File: src/rtl/lir_pkg.sv
// ============================================================================
// lir_pkg: shared definitions for the linear interpolation resampler
// Default widths, queue sizes, register map and the command flag type.
// ============================================================================
`default_nettype none

package lir_pkg;

  // Default datapath widths
  localparam int SAMPLE_BITS_DEF    = 16;
  localparam int STEP_FRAC_BITS_DEF = 16;

  // Output numbering width (wraps)
  localparam int INDEX_W = 24;

  // Command queue between front and back
  localparam int CQ_DEPTH = 2;
  localparam int CQ_AW    = 1;
  localparam int CQ_LW    = 2;

  // Result queue at the output
  localparam int OQ_DEPTH = 4;
  localparam int OQ_AW    = 2;
  localparam int OQ_LW    = 3;

  // Configuration port
  localparam int CFG_AW = 3;
  localparam int CFG_DW = 32;
  localparam logic [CFG_AW-1:0] ADDR_STEP = 3'd0;

  // Classification of one accepted sample
  typedef struct packed {
    logic last;   // final sample of the stream
    logic first;  // no stored sample precedes it
  } cmd_flags_t;

endpackage

`default_nettype wire

File: src/rtl/lir_front.sv
// ============================================================================
// lir_front: input acceptance and classification
// Accepts samples, tags each as first/last of its stream and holds them in a
// short command queue for the back end.
// ============================================================================
`default_nettype none

module lir_front #(
  parameter int SAMPLE_BITS = lir_pkg::SAMPLE_BITS_DEF
) (
  input  wire                          clk,
  input  wire                          rst_n,
  input  wire                          push,
  output logic                         full,
  input  wire signed [SAMPLE_BITS-1:0] in_sample,
  input  wire                          in_last,
  output logic                         cmd_valid,
  output logic signed [SAMPLE_BITS-1:0] cmd_sample,
  output lir_pkg::cmd_flags_t          cmd_flags,
  input  wire                          cmd_pop
);

  logic signed [SAMPLE_BITS-1:0] smp_mem [lir_pkg::CQ_DEPTH];
  lir_pkg::cmd_flags_t           flg_mem [lir_pkg::CQ_DEPTH];

  logic [lir_pkg::CQ_AW-1:0] wr_ptr_r, wr_ptr_nxt;
  logic [lir_pkg::CQ_AW-1:0] rd_ptr_r, rd_ptr_nxt;
  logic [lir_pkg::CQ_LW-1:0] cnt_r, cnt_nxt;
  logic                      have_prev_r, have_prev_nxt;
  logic                      acc;
  logic                      pop_ok;

  assign full      = (cnt_r == lir_pkg::CQ_LW'(lir_pkg::CQ_DEPTH));
  assign acc       = push && !full;
  assign cmd_valid = (cnt_r != '0);
  assign pop_ok    = cmd_pop && cmd_valid;
  assign cmd_sample = smp_mem[rd_ptr_r];
  assign cmd_flags  = flg_mem[rd_ptr_r];

  // Advance pointers and track whether a sample is stored in this stream
  always_comb begin
    wr_ptr_nxt    = wr_ptr_r;
    rd_ptr_nxt    = rd_ptr_r;
    cnt_nxt       = cnt_r;
    have_prev_nxt = have_prev_r;
    if (acc) begin
      wr_ptr_nxt    = wr_ptr_r + 1'b1;
      have_prev_nxt = !in_last;
    end
    if (pop_ok) begin
      rd_ptr_nxt = rd_ptr_r + 1'b1;
    end
    case ({acc, pop_ok})
      2'b10:   cnt_nxt = cnt_r + 1'b1;
      2'b01:   cnt_nxt = cnt_r - 1'b1;
      default: cnt_nxt = cnt_r;
    endcase
  end

  always_ff @(posedge clk) begin
    if (!rst_n) begin
      wr_ptr_r    <= '0;
      rd_ptr_r    <= '0;
      cnt_r       <= '0;
      have_prev_r <= 1'b0;
    end else begin
      wr_ptr_r    <= wr_ptr_nxt;
      rd_ptr_r    <= rd_ptr_nxt;
      cnt_r       <= cnt_nxt;
      have_prev_r <= have_prev_nxt;
    end
  end

  // Store the transfer with its classification
  always_ff @(posedge clk) begin
    if (acc) begin
      smp_mem[wr_ptr_r]       <= in_sample;
      flg_mem[wr_ptr_r].last  <= in_last;
      flg_mem[wr_ptr_r].first <= !have_prev_r;
    end
  end

endmodule

`default_nettype wire

File: src/rtl/lir_back.sv
// ============================================================================
// lir_back: interpolation sequencer and datapath
// Walks the output phase across each interval, one output per cycle while the
// result queue has room, through a registered multiplier and a rounding adder.
// ============================================================================
`default_nettype none

module lir_back #(
  parameter int SAMPLE_BITS    = lir_pkg::SAMPLE_BITS_DEF,
  parameter int STEP_FRAC_BITS = lir_pkg::STEP_FRAC_BITS_DEF
) (
  input  wire                               clk,
  input  wire                               rst_n,
  input  wire [STEP_FRAC_BITS+3:0]          step,
  input  wire                               cmd_valid,
  input  wire signed [SAMPLE_BITS-1:0]      cmd_sample,
  input  lir_pkg::cmd_flags_t               cmd_flags,
  output logic                              cmd_pop,
  input  wire [lir_pkg::OQ_LW-1:0]          oq_level,
  output logic                              wr_en,
  output logic [SAMPLE_BITS-1:0]            wr_sample,
  output logic [lir_pkg::INDEX_W-1:0]       wr_index,
  output logic                              wr_run_last
);

  localparam int SB     = SAMPLE_BITS;
  localparam int SFB    = STEP_FRAC_BITS;
  localparam int STEP_W = SFB + 4;
  localparam int PH_W   = SFB + 5;
  localparam int PR_W   = SB + SFB + 2;

  localparam logic [PH_W-1:0]         PH_ONE   = PH_W'(1) << SFB;
  localparam logic [STEP_W-1:0]       MIN_STEP = STEP_W'(1) << (SFB - 4);
  localparam logic signed [PR_W-1:0]  RND_HALF = PR_W'(1) << (SFB - 1);

  localparam logic [1:0] ST_IDLE   = 2'd0;
  localparam logic [1:0] ST_INTERP = 2'd1;
  localparam logic [1:0] ST_REPEAT = 2'd2;

  logic [1:0]                 state_r, state_nxt;
  logic signed [SB-1:0]       prev_r, prev_nxt;
  logic signed [SB-1:0]       cur_r, cur_nxt;
  logic                       last_r, last_nxt;
  logic [PH_W-1:0]            phase_r, phase_nxt;
  logic [lir_pkg::INDEX_W-1:0] count_r, count_nxt;

  // Multiplier stage
  logic                        v1_r;
  logic signed [PR_W-1:0]      prod_r;
  logic signed [SB-1:0]        base_r;
  logic [lir_pkg::INDEX_W-1:0] idx_r;
  logic                        rl_r;

  logic                        iss;
  logic signed [SB:0]          iss_diff;
  logic [SFB-1:0]              iss_frac;
  logic                        iss_rl;
  logic [STEP_W-1:0]           step_eff;
  logic [PH_W-1:0]             ph_adv;
  logic [PH_W-1:0]             ph_sub_idle;
  logic [PH_W-1:0]             ph_sub_adv;
  logic                        can_iss;

  logic signed [PR_W-1:0]      rnd;
  logic signed [PR_W-1:0]      quo;
  logic signed [SB+1:0]        val;

  assign step_eff    = (step < MIN_STEP) ? MIN_STEP : step;
  assign ph_adv      = phase_r + PH_W'(step_eff);
  assign ph_sub_idle = phase_r - PH_ONE;
  assign ph_sub_adv  = ph_adv - PH_ONE;
  assign can_iss     = ((lir_pkg::OQ_LW+1)'(oq_level) + (lir_pkg::OQ_LW+1)'(v1_r))
                       < (lir_pkg::OQ_LW+1)'(lir_pkg::OQ_DEPTH);

  // Sequence dispatch, interpolation run and final-sample repeat run
  always_comb begin
    state_nxt = state_r;
    prev_nxt  = prev_r;
    cur_nxt   = cur_r;
    last_nxt  = last_r;
    phase_nxt = phase_r;
    count_nxt = count_r;
    cmd_pop   = 1'b0;
    iss       = 1'b0;
    iss_diff  = '0;
    iss_frac  = phase_r[SFB-1:0];
    iss_rl    = 1'b0;
    unique case (state_r)
      ST_IDLE: begin
        if (cmd_valid) begin
          cmd_pop  = 1'b1;
          cur_nxt  = cmd_sample;
          last_nxt = cmd_flags.last;
          if (cmd_flags.first) begin
            prev_nxt  = cmd_sample;
            phase_nxt = '0;
            state_nxt = cmd_flags.last ? ST_REPEAT : ST_IDLE;
          end else if (phase_r < PH_ONE) begin
            state_nxt = ST_INTERP;
          end else begin
            prev_nxt = cmd_sample;
            if (cmd_flags.last && !(ph_sub_idle < PH_ONE)) begin
              phase_nxt = '0;
              count_nxt = '0;
            end else begin
              phase_nxt = ph_sub_idle;
              state_nxt = cmd_flags.last ? ST_REPEAT : ST_IDLE;
            end
          end
        end
      end
      ST_INTERP: begin
        if (can_iss) begin
          iss       = 1'b1;
          iss_diff  = (SB+1)'(cur_r) - (SB+1)'(prev_r);
          count_nxt = count_r + 1'b1;
          if (ph_adv < PH_ONE) begin
            phase_nxt = ph_adv;
          end else begin
            prev_nxt = cur_r;
            if (last_r && (ph_sub_adv < PH_ONE)) begin
              phase_nxt = ph_sub_adv;
              state_nxt = ST_REPEAT;
            end else if (last_r) begin
              iss_rl    = 1'b1;
              phase_nxt = '0;
              count_nxt = '0;
              state_nxt = ST_IDLE;
            end else begin
              iss_rl    = 1'b1;
              phase_nxt = ph_sub_adv;
              state_nxt = ST_IDLE;
            end
          end
        end
      end
      ST_REPEAT: begin
        if (can_iss) begin
          iss       = 1'b1;
          count_nxt = count_r + 1'b1;
          if (ph_adv < PH_ONE) begin
            phase_nxt = ph_adv;
          end else begin
            iss_rl    = 1'b1;
            phase_nxt = '0;
            count_nxt = '0;
            state_nxt = ST_IDLE;
          end
        end
      end
      default: begin
        state_nxt = ST_IDLE;
      end
    endcase
  end

  always_ff @(posedge clk) begin
    if (!rst_n) begin
      state_r <= ST_IDLE;
      prev_r  <= '0;
      cur_r   <= '0;
      last_r  <= 1'b0;
      phase_r <= '0;
      count_r <= '0;
      v1_r    <= 1'b0;
    end else begin
      state_r <= state_nxt;
      prev_r  <= prev_nxt;
      cur_r   <= cur_nxt;
      last_r  <= last_nxt;
      phase_r <= phase_nxt;
      count_r <= count_nxt;
      v1_r    <= iss;
    end
  end

  // Register the product of difference and fraction
  always_ff @(posedge clk) begin
    if (iss) begin
      prod_r <= PR_W'(iss_diff) * PR_W'($signed({1'b0, iss_frac}));
      base_r <= prev_r;
      idx_r  <= count_r;
      rl_r   <= iss_rl;
    end
  end

  // Round to nearest (ties upward) and add the base sample
  assign rnd = prod_r + RND_HALF;
  assign quo = rnd >>> SFB;
  assign val = (SB+2)'(base_r) + quo[SB+1:0];

  assign wr_en       = v1_r;
  assign wr_sample   = val[SB-1:0];
  assign wr_index    = idx_r;
  assign wr_run_last = rl_r;

endmodule

`default_nettype wire

File: src/rtl/lir_outq.sv
// ============================================================================
// lir_outq: result queue
// Holds finished results until the consumer pops them.
// ============================================================================
`default_nettype none

module lir_outq #(
  parameter int SAMPLE_BITS = lir_pkg::SAMPLE_BITS_DEF
) (
  input  wire                          clk,
  input  wire                          rst_n,
  input  wire                          wr_en,
  input  wire [SAMPLE_BITS-1:0]        wr_sample,
  input  wire [lir_pkg::INDEX_W-1:0]   wr_index,
  input  wire                          wr_run_last,
  output logic [lir_pkg::OQ_LW-1:0]    level,
  output logic                         empty,
  input  wire                          pop,
  output logic signed [SAMPLE_BITS-1:0] out_sample_out,
  output logic [lir_pkg::INDEX_W-1:0]  out_output_index,
  output logic                         out_run_last
);

  logic [SAMPLE_BITS-1:0]      smp_mem [lir_pkg::OQ_DEPTH];
  logic [lir_pkg::INDEX_W-1:0] idx_mem [lir_pkg::OQ_DEPTH];
  logic                        rl_mem  [lir_pkg::OQ_DEPTH];

  logic [lir_pkg::OQ_AW-1:0] wr_ptr_r, rd_ptr_r;
  logic [lir_pkg::OQ_LW-1:0] cnt_r, cnt_nxt;
  logic                      rd_ok;

  assign empty = (cnt_r == '0);
  assign level = cnt_r;
  assign rd_ok = pop && !empty;

  assign out_sample_out   = $signed(smp_mem[rd_ptr_r]);
  assign out_output_index = idx_mem[rd_ptr_r];
  assign out_run_last     = rl_mem[rd_ptr_r];

  // Track occupancy
  always_comb begin
    case ({wr_en, rd_ok})
      2'b10:   cnt_nxt = cnt_r + 1'b1;
      2'b01:   cnt_nxt = cnt_r - 1'b1;
      default: cnt_nxt = cnt_r;
    endcase
  end

  always_ff @(posedge clk) begin
    if (!rst_n) begin
      wr_ptr_r <= '0;
      rd_ptr_r <= '0;
      cnt_r    <= '0;
    end else begin
      if (wr_en) begin
        wr_ptr_r <= wr_ptr_r + 1'b1;
      end
      if (rd_ok) begin
        rd_ptr_r <= rd_ptr_r + 1'b1;
      end
      cnt_r <= cnt_nxt;
    end
  end

  // Store results; the producer never writes while the queue is full
  always_ff @(posedge clk) begin
    if (wr_en) begin
      smp_mem[wr_ptr_r] <= wr_sample;
      idx_mem[wr_ptr_r] <= wr_index;
      rl_mem[wr_ptr_r]  <= wr_run_last;
    end
  end

endmodule

`default_nettype wire

File: src/rtl/linear_interp_resampler.sv
// Throughput: the back sequencer pops each sample in its idle state, then issues
//   one result per cycle while the result queue has room, up to 32 per sample, through the single multiplier.
// Reset: synchronous, active low; clears queues and stream state and sets step
//   to 3.0.
// ============================================================================
// linear_interp_resampler: streaming linear-interpolation resampler
// Front end classifies samples into a command queue; back end interpolates
// outputs at a programmable Q4.16 step into a result queue.
// ============================================================================
`default_nettype none

module linear_interp_resampler #(
  parameter int SAMPLE_BITS    = lir_pkg::SAMPLE_BITS_DEF,
  parameter int STEP_FRAC_BITS = lir_pkg::STEP_FRAC_BITS_DEF
) (
  input  wire                            clk,
  input  wire                            rst_n,
  // Input channel
  input  wire                            push,
  output logic                           full,
  input  wire signed [SAMPLE_BITS-1:0]   in_sample,
  input  wire                            in_last,
  // Result channel
  output logic                           empty,
  input  wire                            pop,
  output logic signed [SAMPLE_BITS-1:0]  out_sample_out,
  output logic [lir_pkg::INDEX_W-1:0]    out_output_index,
  output logic                           out_run_last,
  // Configuration port
  input  wire                            psel,
  input  wire                            penable,
  input  wire                            pwrite,
  input  wire [lir_pkg::CFG_AW-1:0]      paddr,
  input  wire [lir_pkg::CFG_DW-1:0]      pwdata,
  output logic [lir_pkg::CFG_DW-1:0]     prdata,
  output logic                           pready
);

  localparam int STEP_W = STEP_FRAC_BITS + 4;
  localparam logic [STEP_W-1:0] STEP_RESET = STEP_W'(3) << STEP_FRAC_BITS;

  logic [STEP_W-1:0]           step_r;
  logic                        cmd_valid;
  logic signed [SAMPLE_BITS-1:0] cmd_sample;
  lir_pkg::cmd_flags_t         cmd_flags;
  logic                        cmd_pop;
  logic [lir_pkg::OQ_LW-1:0]   oq_level;
  logic                        wr_en;
  logic [SAMPLE_BITS-1:0]      wr_sample;
  logic [lir_pkg::INDEX_W-1:0] wr_index;
  logic                        wr_run_last;

  // Step register
  assign pready = 1'b1;
  assign prdata = (paddr == lir_pkg::ADDR_STEP) ? lir_pkg::CFG_DW'(step_r) : '0;

  always_ff @(posedge clk) begin
    if (!rst_n) begin
      step_r <= STEP_RESET;
    end else if (psel && penable && pwrite && pready && (paddr == lir_pkg::ADDR_STEP)) begin
      step_r <= pwdata[STEP_W-1:0];
    end
  end

  lir_front #(
    .SAMPLE_BITS(SAMPLE_BITS)
  ) u_front (
    .clk       (clk),
    .rst_n     (rst_n),
    .push      (push),
    .full      (full),
    .in_sample (in_sample),
    .in_last   (in_last),
    .cmd_valid (cmd_valid),
    .cmd_sample(cmd_sample),
    .cmd_flags (cmd_flags),
    .cmd_pop   (cmd_pop)
  );

  lir_back #(
    .SAMPLE_BITS   (SAMPLE_BITS),
    .STEP_FRAC_BITS(STEP_FRAC_BITS)
  ) u_back (
    .clk        (clk),
    .rst_n      (rst_n),
    .step       (step_r),
    .cmd_valid  (cmd_valid),
    .cmd_sample (cmd_sample),
    .cmd_flags  (cmd_flags),
    .cmd_pop    (cmd_pop),
    .oq_level   (oq_level),
    .wr_en      (wr_en),
    .wr_sample  (wr_sample),
    .wr_index   (wr_index),
    .wr_run_last(wr_run_last)
  );

  lir_outq #(
    .SAMPLE_BITS(SAMPLE_BITS)
  ) u_outq (
    .clk             (clk),
    .rst_n           (rst_n),
    .wr_en           (wr_en),
    .wr_sample       (wr_sample),
    .wr_index        (wr_index),
    .wr_run_last     (wr_run_last),
    .level           (oq_level),
    .empty           (empty),
    .pop             (pop),
    .out_sample_out  (out_sample_out),
    .out_output_index(out_output_index),
    .out_run_last    (out_run_last)
  );

endmodule

`default_nettype wire

File: config.mk
export PLATFORM = sky130hd
export DESIGN_NAME = linear_interp_resampler
export DESIGN_NICKNAME = d
export VERILOG_FILES = /design/src/rtl/lir_pkg.sv /design/src/rtl/lir_front.sv /design/src/rtl/lir_back.sv /design/src/rtl/lir_outq.sv /design/src/rtl/linear_interp_resampler.sv
export SDC_FILE = /design/constraint.sdc
export NUM_CORES = 1
export LEC_CHECK = 0
export ABC_AREA = 1
export BUFFER_PORTS_ARGS = -buffer_cell sky130_fd_sc_hd__buf_2
export CORE_ASPECT_RATIO = 2
export CORE_MARGIN = 2
export CORE_UTILIZATION = 50
export DETAILED_ROUTE_END_ITERATION = 8
export PLACE_DENSITY = 0.63
export SLEW_MARGIN = 20
export SYNTH_ARGS = -nofsm -noshare
export SYNTH_HDL_FRONTEND = slang
export SYNTH_SLANG_ARGS = --single-unit
File: constraint.sdc
create_clock -name clk -period 10.9 [get_ports clk]
set_input_delay 2.725 -clock clk [delete_from_list [all_inputs] [get_ports clk]]
set_output_delay 2.725 -clock clk [all_outputs]
set_load 0.1 [all_outputs]
# --- Word level (Yosys, flattened, before mapping) ---
# Memory sizes are Yosys's and may differ from the RTL's. A register that Yosys moved wholly into a read port is not among the register bits.
# Index checks and enable logic that the tools add are counted.
op_classes:
  muxes: 69
  n_eq_ne: 17
  n_mul: 1
  order_cmp: 6
  reduce_logical: 27
  shift: 0
  bitwise_logic: 0
  div: 0
  n_addsub: 16
op_table:
  columns: ["op", "count"]
  rows:
  - ["two-way mux 24 bit", 10]
  - ["two-way mux 21 bit", 10]
  - ["less-than comparator 21 x 17 -> 1 bit (second input constant)", 4]
  - ["two-way mux 16 bit", 5]
  - ["case mux 24 bit (3 select lines)", 1]
  - ["case mux 21 bit (3 select lines)", 1]
  - ["subtractor 21 x 17 -> 21 bit (second input constant)", 2]
  - ["two-way mux 20 bit", 2]
  - ["two-way mux 17 bit", 2]
  - ["adder 32 x 17 -> 32 bit (second input constant)", 1]
  - ["multiplier 17 x 17 -> 32 bit", 1]
  - ["two-way mux 2 bit", 16]
  - ["case mux 16 bit (2 select lines)", 1]
  - ["adder 24 x 1 -> 24 bit (second input constant)", 1]
  - ["adder 21 x 20 -> 21 bit", 1]
  - ["less-than comparator 20 x 13 -> 1 bit (second input constant)", 1]
  - ["two-way mux 1 bit", 17]
  - ["subtractor 16 x 16 -> 17 bit", 1]
  - ["adder 16 bit", 1]
  - ["inequality test 2 bit (second input constant)", 5]
  - ["AND reduction 5 bit", 2]
  - ["equality test 2 bit (second input constant)", 4]
  - ["logical AND 1 bit", 8]
  - ["nonzero test 2 bit", 4]
  - ["other kinds (23)", 35]
totals:
  latchBits: 0
  mem_bits_ro: 0
  mem_bits_rw: 200
  out_inout_bits: 76
  mem_count: 5
  regBits: 186
memory_table:
  columns: ["name", "words", "width", "rd", "rd_ports_with_merged_regs", "write_ports", "line_no", "rtl"]
  rows:
  - ["u_outq.idx_mem", 4, 24, 1, 1, 1, "lir_outq.sv:25", "logic [lir_pkg::INDEX_W-1:0] idx_mem [lir_pkg::OQ_DEPTH];"]
  - ["u_outq.smp_mem", 4, 16, 1, 1, 1, "lir_outq.sv:24", "logic [SAMPLE_BITS-1:0] smp_mem [lir_pkg::OQ_DEPTH];"]
  - ["u_front.smp_mem", 2, 16, 1, 1, 1, "lir_front.sv:23", "logic signed [SAMPLE_BITS-1:0] smp_mem [lir_pkg::CQ_DEPTH];"]
  - ["u_front.flg_mem", 2, 2, 1, 1, 1, "lir_front.sv:24", "lir_pkg::cmd_flags_t flg_mem [lir_pkg::CQ_DEPTH];"]
  - ["u_outq.rl_mem", 4, 1, 1, 1, 1, "lir_outq.sv:26", "logic rl_mem [lir_pkg::OQ_DEPTH];"]

# --- Longest topological paths before layout ---
# Gate-level depths: netlist of run 1.
depth:
  word_depth: 10
  ltp_mapped: 45
  ltp_nobuf: 44

# --- By module ---
# A second synthesis of run 1 with hierarchy kept.
unflattened:
  hier_cells: 3188
  hier_area_um2: 28162.0
modules_own_cells:
  columns: ["mod", "instances", "cells_per_inst", "area_per_inst_um2"]
  rows:
  - ["lir_back", 1, 2437, 18825.6]
  - ["lir_outq", 1, 462, 6542.5]
  - ["lir_front", 1, 100, 1639.1]
  - ["linear_interp_resampler", 1, 189, 1154.9]

# --- Worst setup path before layout of run 1 ---
# OpenSTA, ideal clock, no wires.
synth_path:
  path_kind: "register -> register"
  start: "reg u_back.cur_r[0]"
  end: "reg u_back.prod_r[31] (data pin)"
  stages_incl_launch_ff: 43
  synth_period_minus_slack_ns: 7.442
  path_slack_ns: 3.458
  arrival_ns: 7.185
  cell_sequence: "dfxtp_1 inv_1 ha_1 fa_1 inv_1 nand2_1 nand2_1 nand2_1 nand2_1 a21oi_1 nor2_1 nor2_1 o21bai_1 nand3_1 nand2_1 nand2_1 nand3_1 buf_2 [... 7 more ...] fa_1 inv_1 fa_1 inv_1 ha_1 nand2_1 nor4_1 nand3_1 nand3_1 nand3_1 nand2_1 nand2_1 nand2_1 nand3_1 nand2_1 nand2_1 nand2_1 xnor2_1"
synth_via:
  elab_chain_cells: 4
synth_rtl:
  columns: ["element", "line_no", "rtl"]
  rows:
  - ["from (decl)", "lir_back.sv:42", "logic signed [SB-1:0] cur_r, cur_nxt;"]
  - ["from (signal assigned)", "lir_back.sv:169", "cur_r <= cur_nxt;"]
  - ["subtractor 16 x 16 -> 17 bit", "lir_back.sv:115", "iss_diff = (SB+1)'(cur_r) - (SB+1)'(prev_r);"]
  - ["two-way mux 17 bit", "lir_back.sv:113", "if (can_iss) begin"]
  - ["two-way mux 17 bit", "lir_back.sv:88", "unique case (state_r)"]
  - ["multiplier 17 x 17 -> 32 bit", "lir_back.sv:180", "prod_r <= PR_W'(iss_diff) * PR_W'($signed({1'b0, iss_frac}));"]
  - ["to (signal assigned)", "lir_back.sv:180", null]
  - ["to (decl)", "lir_back.sv:49", "logic signed [PR_W-1:0] prod_r;"]
# No other way between the ends.
# A chain may end at the register's enable or synchronous reset.

# --- Worst setup path in the final report of run 1 ---
layout_path:
  start: "reg u_back.state_r[1]"
  end: "reg u_back.prod_r[31] (data pin)"
layout_via:
  elab_chain_cells: 3
layout_rtl:
  columns: ["element", "line_no", "rtl"]
  rows:
  - ["from (decl)", "lir_back.sv:40", "logic [1:0] state_r, state_nxt;"]
  - ["from (signal assigned)", "lir_back.sv:167", "state_r <= state_nxt;"]
  - ["equality test 2 x 1 -> 1 bit", "lir_back.sv:88", null]
  - ["two-way mux 17 bit", "lir_back.sv:88", null]
  - ["multiplier 17 x 17 -> 32 bit", "lir_back.sv:180", null]
# No other way between the ends.

==> results of run 1 <==
-- worst paths after layout --
check        slack [ps]                            end                           start  depth (start not counted)
max                1430    u_back.prod_r[31]$_DFFE_PP_  u_back.state_r[1]$_SDFFE_PN0P_                         31
min                 460  u_front.rd_ptr_r$_SDFFE_PN0P_   u_front.rd_ptr_r$_SDFFE_PN0P_                          1
max reg2reg        1430    u_back.prod_r[31]$_DFFE_PP_  u_back.state_r[1]$_SDFFE_PN0P_                         31
min reg2reg         460  u_front.rd_ptr_r$_SDFFE_PN0P_   u_front.rd_ptr_r$_SDFFE_PN0P_                          1
-- per-layer routing --
layer	share of wire	vias up	track usage
met2	0.55	545	0.522
met5	0	-	0
met3	0.034	245	0.0239
met1	0.33	10100	0.246
met4	0.087	0	0.191
li1	-	9862	-
-- registers in the layout, summed over array words and instances, names as in the netlist, named ones only --
register / count
u_outq.idx_mem: 96
u_outq.smp_mem: 64
u_front.smp_mem: 32
u_back.count_r: 24
u_back.wr_index: 24
u_back.phase_r: 21
step_r: 20
u_back.prod_r: 17
u_back.base_r: 16
u_back.cur_r: 16
u_back.prev_r: 16
u_front.flg_mem: 4
u_outq.rl_mem: 4
u_outq.level: 3
u_back.state_r: 2
u_front.cnt_r: 2
u_outq.rd_ptr_r: 2
u_outq.wr_ptr_r: 2
u_back.last_r: 1
u_back.wr_en: 1
u_back.wr_run_last: 1
u_front.have_prev_r: 1
u_front.rd_ptr_r: 1
u_front.wr_ptr_r: 1
-- critical path: cells and delay by family, from the launching register on --
| family | cells | cell delay [ps] |
|---|---|---|
| DFF | 1 | 340 |
| and+or+nand+nor | 12 | 2110 |
| AOI/OAI and AO/OA | 3 | 540 |
| adders and majority gates | 8 | 4120 |
| buffers and inverters | 7 | 1630 |
| xor gates and xnor gates | 1 | 420 |
-- cell families (layout without fill, tap and decap cells) --
group                    Yosys count  in the layout
AND/OR/NAND/NOR                 1034           1034
buffers and inverters            690            765
AO/OA/AOI/OAI                    447            447
adder cells (fa/ha/maj)          410            410
flip-flops                       374            374
XOR/XNOR                         101            101
other                              2             13
-- stage by stage --
stage	worst slack, ps	total power, mW	util	instance area, µm²	hold WS, ps
finish	1430	6.39	0.543	29900	457
global route	947	6.74	0.543	29900	484
CTS	1560	6.42	0.543	29900	459
detailed placement	1650	5.22	0.523	28800	444
global placement	1630	5.14	0.523	28800	438
floorplan	3460	4.45	-	27800	406
-- power by group --
part / switching [mW] / leakage (nW) / internal (mW)
registers: 0.196 / 3.33 / 2.03
logic: 2.30 / 9.52 / 0.673
clock network: 0.522 / 0.544 / 0.676
-- Yosys cell counts (31+ instances only) --
library cell,count
xor2_1,59
nand3_1,104
edfxtp_1,258
inv_1,554
xnor2_1,42
a21oi_1,165
nor3_1,31
fa_1,265
nand4_1,32
o21ai_0,173
nand2_1,462
ha_1,145
nor2_1,340
o22ai_1,41
clkbuf_1,79
dfxtp_1,116
-- cell type report --
type / count / area, µm²
inverter: 570 / 2140
timing repair buffer: 133 / 726
sequential: 374 / 10100
clock buffer: 49 / 968
clock inverter: 13 / 144
fill: 4987 / 25200
multi-input combinational: 2005 / 14900
tap: 744 / 931
==> flow_metrics.py, run 1 <==
metrics = {
    "floorplanning": {
        "dieArea_um2": 57500,
        "initial_core_util": 0.504,
        "core_um2": 55100,
        "row_count": 122,
        "ioPinCount": 135,
        "die_y_um": 337,
        "die_w_um": 171,
    },
    "worst_setup_path": {
        "critPathLaunchType": "register",
        "critPathRequiredTime_ps": 11180,
        "max_stage_delay_ps": 730,
        "worstPathMaxFanout": 30,
        "endpoint_kind": "register",
        "crit_slowest_cell": "nand3_1",
        "critical_path_class": "reg2reg",
        "crit_path_frequent_cell": "nand2_1",
        "crit_arrival_ps": 9750,
    },
    "yosys": {
        "syn_area_per_cell_um2": 9.07,
        "yosys_warnings": 0,
        "yosys.area_share.simple": 0.159,
        "synth.yosys.seq_area_share": 0.363,
        "synth_xor_area_frac": 0.0319,
        "synth_ff_type": "edfxtp_1",
        "synth_seq_cells": 374,
        "synth.largest_area_cell": "edfxtp_1",
        "yosys-top-cells-area": "edfxtp_1, fa_1, dfxtp_1",
        "syn_area_um2": 27700,
        "muxShareOfSynthArea": 0,
        "syn_inst": 3058,
        "synthAdderAreaFrac": 0.257,
        "synth_top_family_by_area": "adder cells",
        "ys_types": 55,
        "synth_edf_count": 258,
        "synth_top_cell_area_share": 0.279,
        "async_flop_share": 0,
        "synth_compound_area_frac": 0.0886,
    },
    "global_route": {
        "grt_pass1_vias": 21900,
        "track_usage": 0.264,
        "grt_pass1_wl_um": 115000,
        "grt_max_degree": 84,
        "antenna_found_initial": 0,
        "grt_overflow": 0,
    },
    "finish": {
        "layout_common_cells": "inv_1, nand2_1, nor2_1",
        "diodes": 0,
        "layout_commonest_cell": "inv_1",
        "fin_nets": 3587,
        "stdcell_count": 3888,
        "drive_gt1_frac": 0.0811,
        "syn_to_final_growth_pct": 7.81,
    },
    "placed_design": {
        "placed_cells": 3826,
        "numPortBuffers": 109,
        "dp_hpwl_um": 57700,
        "gp_congestion": 0.952,
    },
    "power_and_ir_drop": {
        "p_leak_nw": 13.4,
        "pwr_density_cell_nw_per_um2": 214,
        "ir_drop_mv": 0.147,
    },
    "cts": {
        "cts_setup_buffers": 0,
        "cts_resized": 0,
        "clockBufferDepth": 3,
        "h-tree-depth": 2,
        "cts_root_buffer": "clkbuf_16",
        "cts_tree": "built",
        "cts_sinks": 374,
        "clkTransAtPathRegs_ps": 60,
        "numCtsBuffers": 34,
        "cts_hold_buffers": 0,
        "clock_latency_ps": 550,
    },
    "sta": {
        "hold_violations": 0,
        "grt_setup_unrepaired": "no",
        "clock.fmax_mhz": 106,
        "finalCriticalPeriod_ps": 9470,
        "tns_ps": 0,
        "slew_headroom": 0.346,
        "tightest_slew_ps": 980,
        "maxSlewViolCount": 0,
        "setup_viol": 0,
        "fin_crit_sh": 0.869,
        "skew_ps": 42.3,
    },
    "routing": {
        "vias": 20800,
        "viasPerCell": 5.35,
        "wl_per_cell_um": 19.1,
        "detail-route-antenna-nets": 0,
        "drc": 0,
        "drt_iter0_markers": 1060,
        "drt-total-wl_um": 74200,
        "firstDrtPassIters": 5,
    },
    "job": {
        "maxCapViolCount": 0,
    },
    "hold_path": {
        "hold_path.class": "reg2reg",
    },
    "outcome": {
        "status": "completed",
    },
}
No activity file was read; power rests on OpenSTA's default activity.
==> run 2: changes to the inputs <==
- CORE_ASPECT_RATIO: 2 -> not set
==> run 2 against run 1 <==
Effect of this change:
- critical path depth down 1
- fmax rose by 3.0%
- die area down 0.20%
- flip-flop and latch count unchanged
- sequential power barely moved
- register-to-register slack improved by 280 ps
- sequential share of layout area down 0.21 points
==> flow_metrics.py, run 2 (synthesis results as in run 1) <==
metrics = {
    "worst_setup_path": {
        "crit_slowest_cell": "nand3_1",
        "r2r_cells": 30,
        "crit_arrival_ps": 9490,
        "critPathRequiredTime_ps": 11190,
        "critical_path_class": "reg2reg",
        "crit_buf_inv": 6,
        "max_stage_delay_ps": 820,
        "r2r_start": "u_back.state_r[1]$_SDFFE_PN0P_",
        "r2r_slack_ps": 1700,
        "worstPathMaxFanout": 30,
        "crit_path_frequent_cell": "nand2_1",
        "reg2reg_to": "u_back.prod_r[31]$_DFFE_PP_",
        "critPathLaunchType": "register",
        "endpoint_kind": "register",
        "path_delay_family": "adder cells",
    },
    "sta": {
        "skew_ps": 29.0,
        "tns_ps": 0,
        "fin_crit_sh": 0.844,
        "timing.hold.ws_ps": 458,
        "maxSlewViolCount": 0,
        "finalCriticalPeriod_ps": 9200,
        "grt_setup_unrepaired": "no",
        "hold_violations": 0,
        "setup_viol": 0,
        "slew_headroom": 0.343,
        "clock.fmax_mhz": 109,
        "tightest_slew_ps": 985,
    },
    "cts": {
        "cts_setup_buffers": 0,
        "cts_hold_buffers": 0,
        "cts_sinks": 374,
        "cts_root_buffer": "clkbuf_16",
        "clkTransAtPathRegs_ps": 60,
        "cts_tree": "built",
        "h-tree-depth": 2,
        "numCtsBuffers": 40,
        "clock_latency_ps": 560,
        "cts_resized": 0,
        "clockBufferDepth": 3,
    },
    "power_and_ir_drop": {
        "pwr_density_cell_nw_per_um2": 216,
        "ir_drop_mv": 0.187,
        "p_leak_nw": 13.5,
    },
    "floorplanning": {
        "die_w_um": 240,
        "row_count": 86,
        "ioPinCount": 135,
        "die_y_um": 240,
        "initial_core_util": 0.505,
        "dieArea_um2": 57400,
        "core_um2": 55000,
    },
    "global_route": {
        "antenna_found_initial": 0,
        "track_usage": 0.240,
        "grt_pass1_wl_um": 108000,
        "grt_overflow": 0,
        "grt_max_degree": 84,
        "grt_pass1_vias": 20700,
    },
    "routing": {
        "drc": 0,
        "wl_per_cell_um": 17.3,
        "firstDrtPassIters": 5,
        "detail-route-antenna-nets": 0,
        "drt_iter0_markers": 1264,
        "vias": 20500,
        "drt-total-wl_um": 67500,
        "viasPerCell": 5.24,
    },
    "hold_path": {
        "worstHoldStart": "u_front.rd_ptr_r$_SDFFE_PN0P_",
        "whs_path_depth": 1,
        "hold_path.class": "reg2reg",
    },
    "finish": {
        "reg_top3": "u_outq.idx_mem: 96 flops, u_outq.smp_mem: 64 flops, u_front.smp_mem: 32 flops",
        "diodes": 0,
        "layout_commonest_cell": "inv_1",
        "drive_gt1_frac": 0.0839,
        "syn_to_final_growth_pct": 8.50,
        "largest_register_ffs": 96,
        "fin_nets": 3595,
        "multi_input_area_um2": 14900,
        "layout_common_cells": "inv_1, nand2_1, nor2_1",
        "regMostFlops": "u_outq.idx_mem",
        "regArea_um2": 10100,
        "fillCellCount": 4976,
    },
    "job": {
        "maxCapViolCount": 0,
    },
    "placed_design": {
        "numPortBuffers": 109,
        "gp_congestion": 0.952,
        "dp_hpwl_um": 50400,
    },
    "outcome": {
        "status": "completed",
    },
}
==> run 2: report_power, final <==
part / leakage [nW] / switching (mW) / internal (mW)
registers: 3.33 / 0.196 / 2.03
logic: 9.53 / 2.25 / 0.672
clock network: 0.624 / 0.557 / 0.782
total: 13.5 / 3.01 / 3.48
==> run 2: worst max path at each step <==
stage                                         startpoint                           to  cells after the start
after global routing      u_back.state_r[1]$_SDFFE_PN0P_  u_back.prod_r[29]$_DFFE_PP_                     30
after detailed placement  u_back.state_r[1]$_SDFFE_PN0P_  u_back.prod_r[31]$_DFFE_PP_                     30
after CTS                 u_back.state_r[1]$_SDFFE_PN0P_  u_back.prod_r[31]$_DFFE_PP_                     30
final                     u_back.state_r[1]$_SDFFE_PN0P_  u_back.prod_r[31]$_DFFE_PP_                     30
after global placement    u_back.state_r[1]$_SDFFE_PN0P_  u_back.prod_r[31]$_DFFE_PP_                     30
after floorplan             u_back.cur_r[0]$_SDFFE_PN0P_  u_back.prod_r[31]$_DFFE_PP_                     42
==> run 2: area by class of cell <==
cell class,instances,area share
flip-flops and latches,374,0.335
inverters,570,0.0711
clock inverters,16,0.00594
multi-input cells,2005,0.496
repair buffers,135,0.0246
well taps,748,0.0311
clock buffers,57,0.0367
==> run 2: per-stage QoR <==
stage	utilization	cells	worst slack, ps	area, µm²	power [mW]
floorplan	-	3069	3460	27800	4.45
global placement	0.524	3832	1900	28800	5.08
detailed placement	0.524	3832	1730	28800	5.16
CTS	0.548	3905	1690	30100	6.50
global route	0.548	3905	984	30100	6.87
finish	0.548	3905	1700	30100	6.49
==> run 2: metal layers <==
layer / routed length (µm) / track usage / vias up
li1: - / - / 9877
met1: 28800 / 0.309 / 9976
met2: 33100 / 0.419 / 494
met3: 3880 / 0.0431 / 106
met4: 1670 / 0.0623 / 0
met5: 0 / 0 / -
==> run 3: changes to the inputs <==
- clock period: 10.9 -> 9.5 ns (I/O delays scaled with it)
==> run 3 against run 2 <==
Effect of this change:
- flip-flop and latch count unchanged
- via count increased by 0.45%
- hold slack improved by 4.4 ps
- clock-buffer cell count decreased by 9
- critical endpoint unchanged
- highest routed layer unchanged
==> flow_metrics.py, run 3 (synthesis results as in run 1) <==
metrics = {
    "outcome": {
        "status": "completed",
    },
    "finish": {
        "largest_register_ffs": 96,
        "fin_nets": 3598,
        "drive_gt1_frac": 0.0848,
        "layout_commonest_cell": "inv_1",
        "syn_to_final_growth_pct": 8.82,
        "stdcell_count": 3908,
        "layout_common_cells": "inv_1, nand2_1, nor2_1",
        "regMostFlops": "u_outq.idx_mem",
        "diodes": 0,
        "reg_top3": "u_outq.idx_mem: 96 flops, u_outq.smp_mem: 64 flops, u_front.smp_mem: 32 flops",
    },
    "worst_setup_path": {
        "worstPathMaxFanout": 6,
        "critPathLaunchType": "register",
        "critical_path_class": "reg2reg",
        "crit_slowest_cell": "o21ai_0",
        "critPathRequiredTime_ps": 9820,
        "path_delay_family": "adder cells",
        "endpoint_kind": "register",
        "max_stage_delay_ps": 570,
        "crit_arrival_ps": 9050,
        "crit_buf_inv": 7,
        "crit_path_frequent_cell": "nand2_1",
    },
    "global_route": {
        "gr-usage-met3": 0.0366,
        "busiest_layer": "met2",
        "grt_pass1_wl_um": 108000,
        "grt_pass1_vias": 21000,
        "grt_max_degree": 84,
        "antenna_found_initial": 0,
        "grt_use_met2": 0.426,
        "track_usage": 0.238,
        "grt_overflow": 0,
        "met1_usage": 0.296,
    },
    "routing": {
        "drt_iter0_markers": 1188,
        "wl_per_cell_um": 16.9,
        "drt-total-wl_um": 66200,
        "detail-route-antenna-nets": 0,
        "viasPerCell": 5.26,
        "vias": 20500,
        "firstDrtPassIters": 5,
        "drc": 0,
    },
    "power_and_ir_drop": {
        "p_leak_nw": 13.5,
        "p_int_mw": 4.05,
        "pwr-share-seq": 0.340,
        "comb_power_share": 0.448,
        "clockPowerShare": 0.212,
        "ir_drop_mv": 0.274,
        "p_switching_mw": 3.46,
        "pwr_density_cell_nw_per_um2": 248,
        "swShare": 0.461,
    },
    "sta": {
        "slew_headroom": 0.378,
        "tightest_slew_ps": 932,
        "tns_ps": 0,
        "hold_violations": 0,
        "setup_viol": 0,
        "maxSlewViolCount": 0,
        "grt_setup_unrepaired": "no",
        "skew_ps": 38.7,
        "fin_crit_sh": 0.919,
        "clock.fmax_mhz": 115,
        "finalCriticalPeriod_ps": 8730,
    },
    "floorplanning": {
        "core_um2": 55000,
        "row_count": 86,
        "ioPinCount": 135,
        "dieArea_um2": 57400,
        "initial_core_util": 0.505,
        "die_y_um": 240,
        "die_w_um": 240,
    },
    "cts": {
        "cts_sinks": 374,
        "cts_setup_buffers": 0,
        "h-tree-depth": 2,
        "clock_latency_ps": 580,
        "cts_tree": "built",
        "cts_hold_buffers": 0,
        "numCtsBuffers": 40,
        "clockBufferDepth": 3,
        "cts_resized": 0,
        "cts_root_buffer": "clkbuf_16",
        "clkTransAtPathRegs_ps": 70,
    },
    "job": {
        "maxCapViolCount": 0,
    },
    "placed_design": {
        "dp_hpwl_um": 49800,
        "gp_congestion": 0.922,
        "numPortBuffers": 109,
        "placed_cells": 3835,
    },
    "hold_path": {
        "hold_path.class": "reg2reg",
    },
}
-- run 3: path summary, 6_finish.rpt --
check                                   to  depth (start not counted)  slack [ps]                          start
max reg2reg    u_back.prod_r[31]$_DFFE_PP_                         42         770   u_back.cur_r[0]$_SDFFE_PN0P_
max            u_back.prod_r[31]$_DFFE_PP_                         42         770   u_back.cur_r[0]$_SDFFE_PN0P_
min          u_front.rd_ptr_r$_SDFFE_PN0P_                          1         460  u_front.rd_ptr_r$_SDFFE_PN0P_
min reg2reg  u_front.rd_ptr_r$_SDFFE_PN0P_                          1         460  u_front.rd_ptr_r$_SDFFE_PN0P_
-- run 3: final cells by class --
class / count / area, µm²
Tap cell: 748 / 936
Clock inverter: 25 / 308
Sequential cell: 374 / 10100
Timing Repair Buffer: 138 / 763
Inverter: 570 / 2140
Clock buffer: 48 / 1040
Fill cell: 5026 / 24800
Multi-Input combinational cell: 2005 / 14900
-- run 3: power groups by stage --
stage	clock network [mW]	registers, mW	logic (mW)
after CTS	1.62	2.55	3.35
after global routing	1.69	2.58	3.67
final	1.59	2.55	3.36
after detailed placement	0	2.58	3.34
after global placement	0	2.57	3.26
after floorplan	0	2.48	2.62
-- run 3: per-stage QoR --
step	util	setup WS (ps)	power (mW)	instance area [µm²]	hold WS (ps)
6_report	0.549	770	7.50	30200	462
3_5_place_dp	0.525	888	5.92	28800	449
4_1_cts	0.549	805	7.53	30200	464
5_1_grt	0.549	237	7.94	30200	472
2_1_floorplan	-	2060	5.10	27800	406
3_3_place_gp	0.525	921	5.83	28800	436
-- run 3: metal layers --
| metal | part of all wire | up-vias | wire, µm |
|---|---|---|---|
| li1 | - | 9891 | - |
| met1 | 0.42 | 10100 | 28100 |
| met4 | 0.027 | 0 | 1760 |
| met3 | 0.053 | 115 | 3540 |
| met2 | 0.50 | 487 | 32900 |
| met5 | 0 | - | 0 |
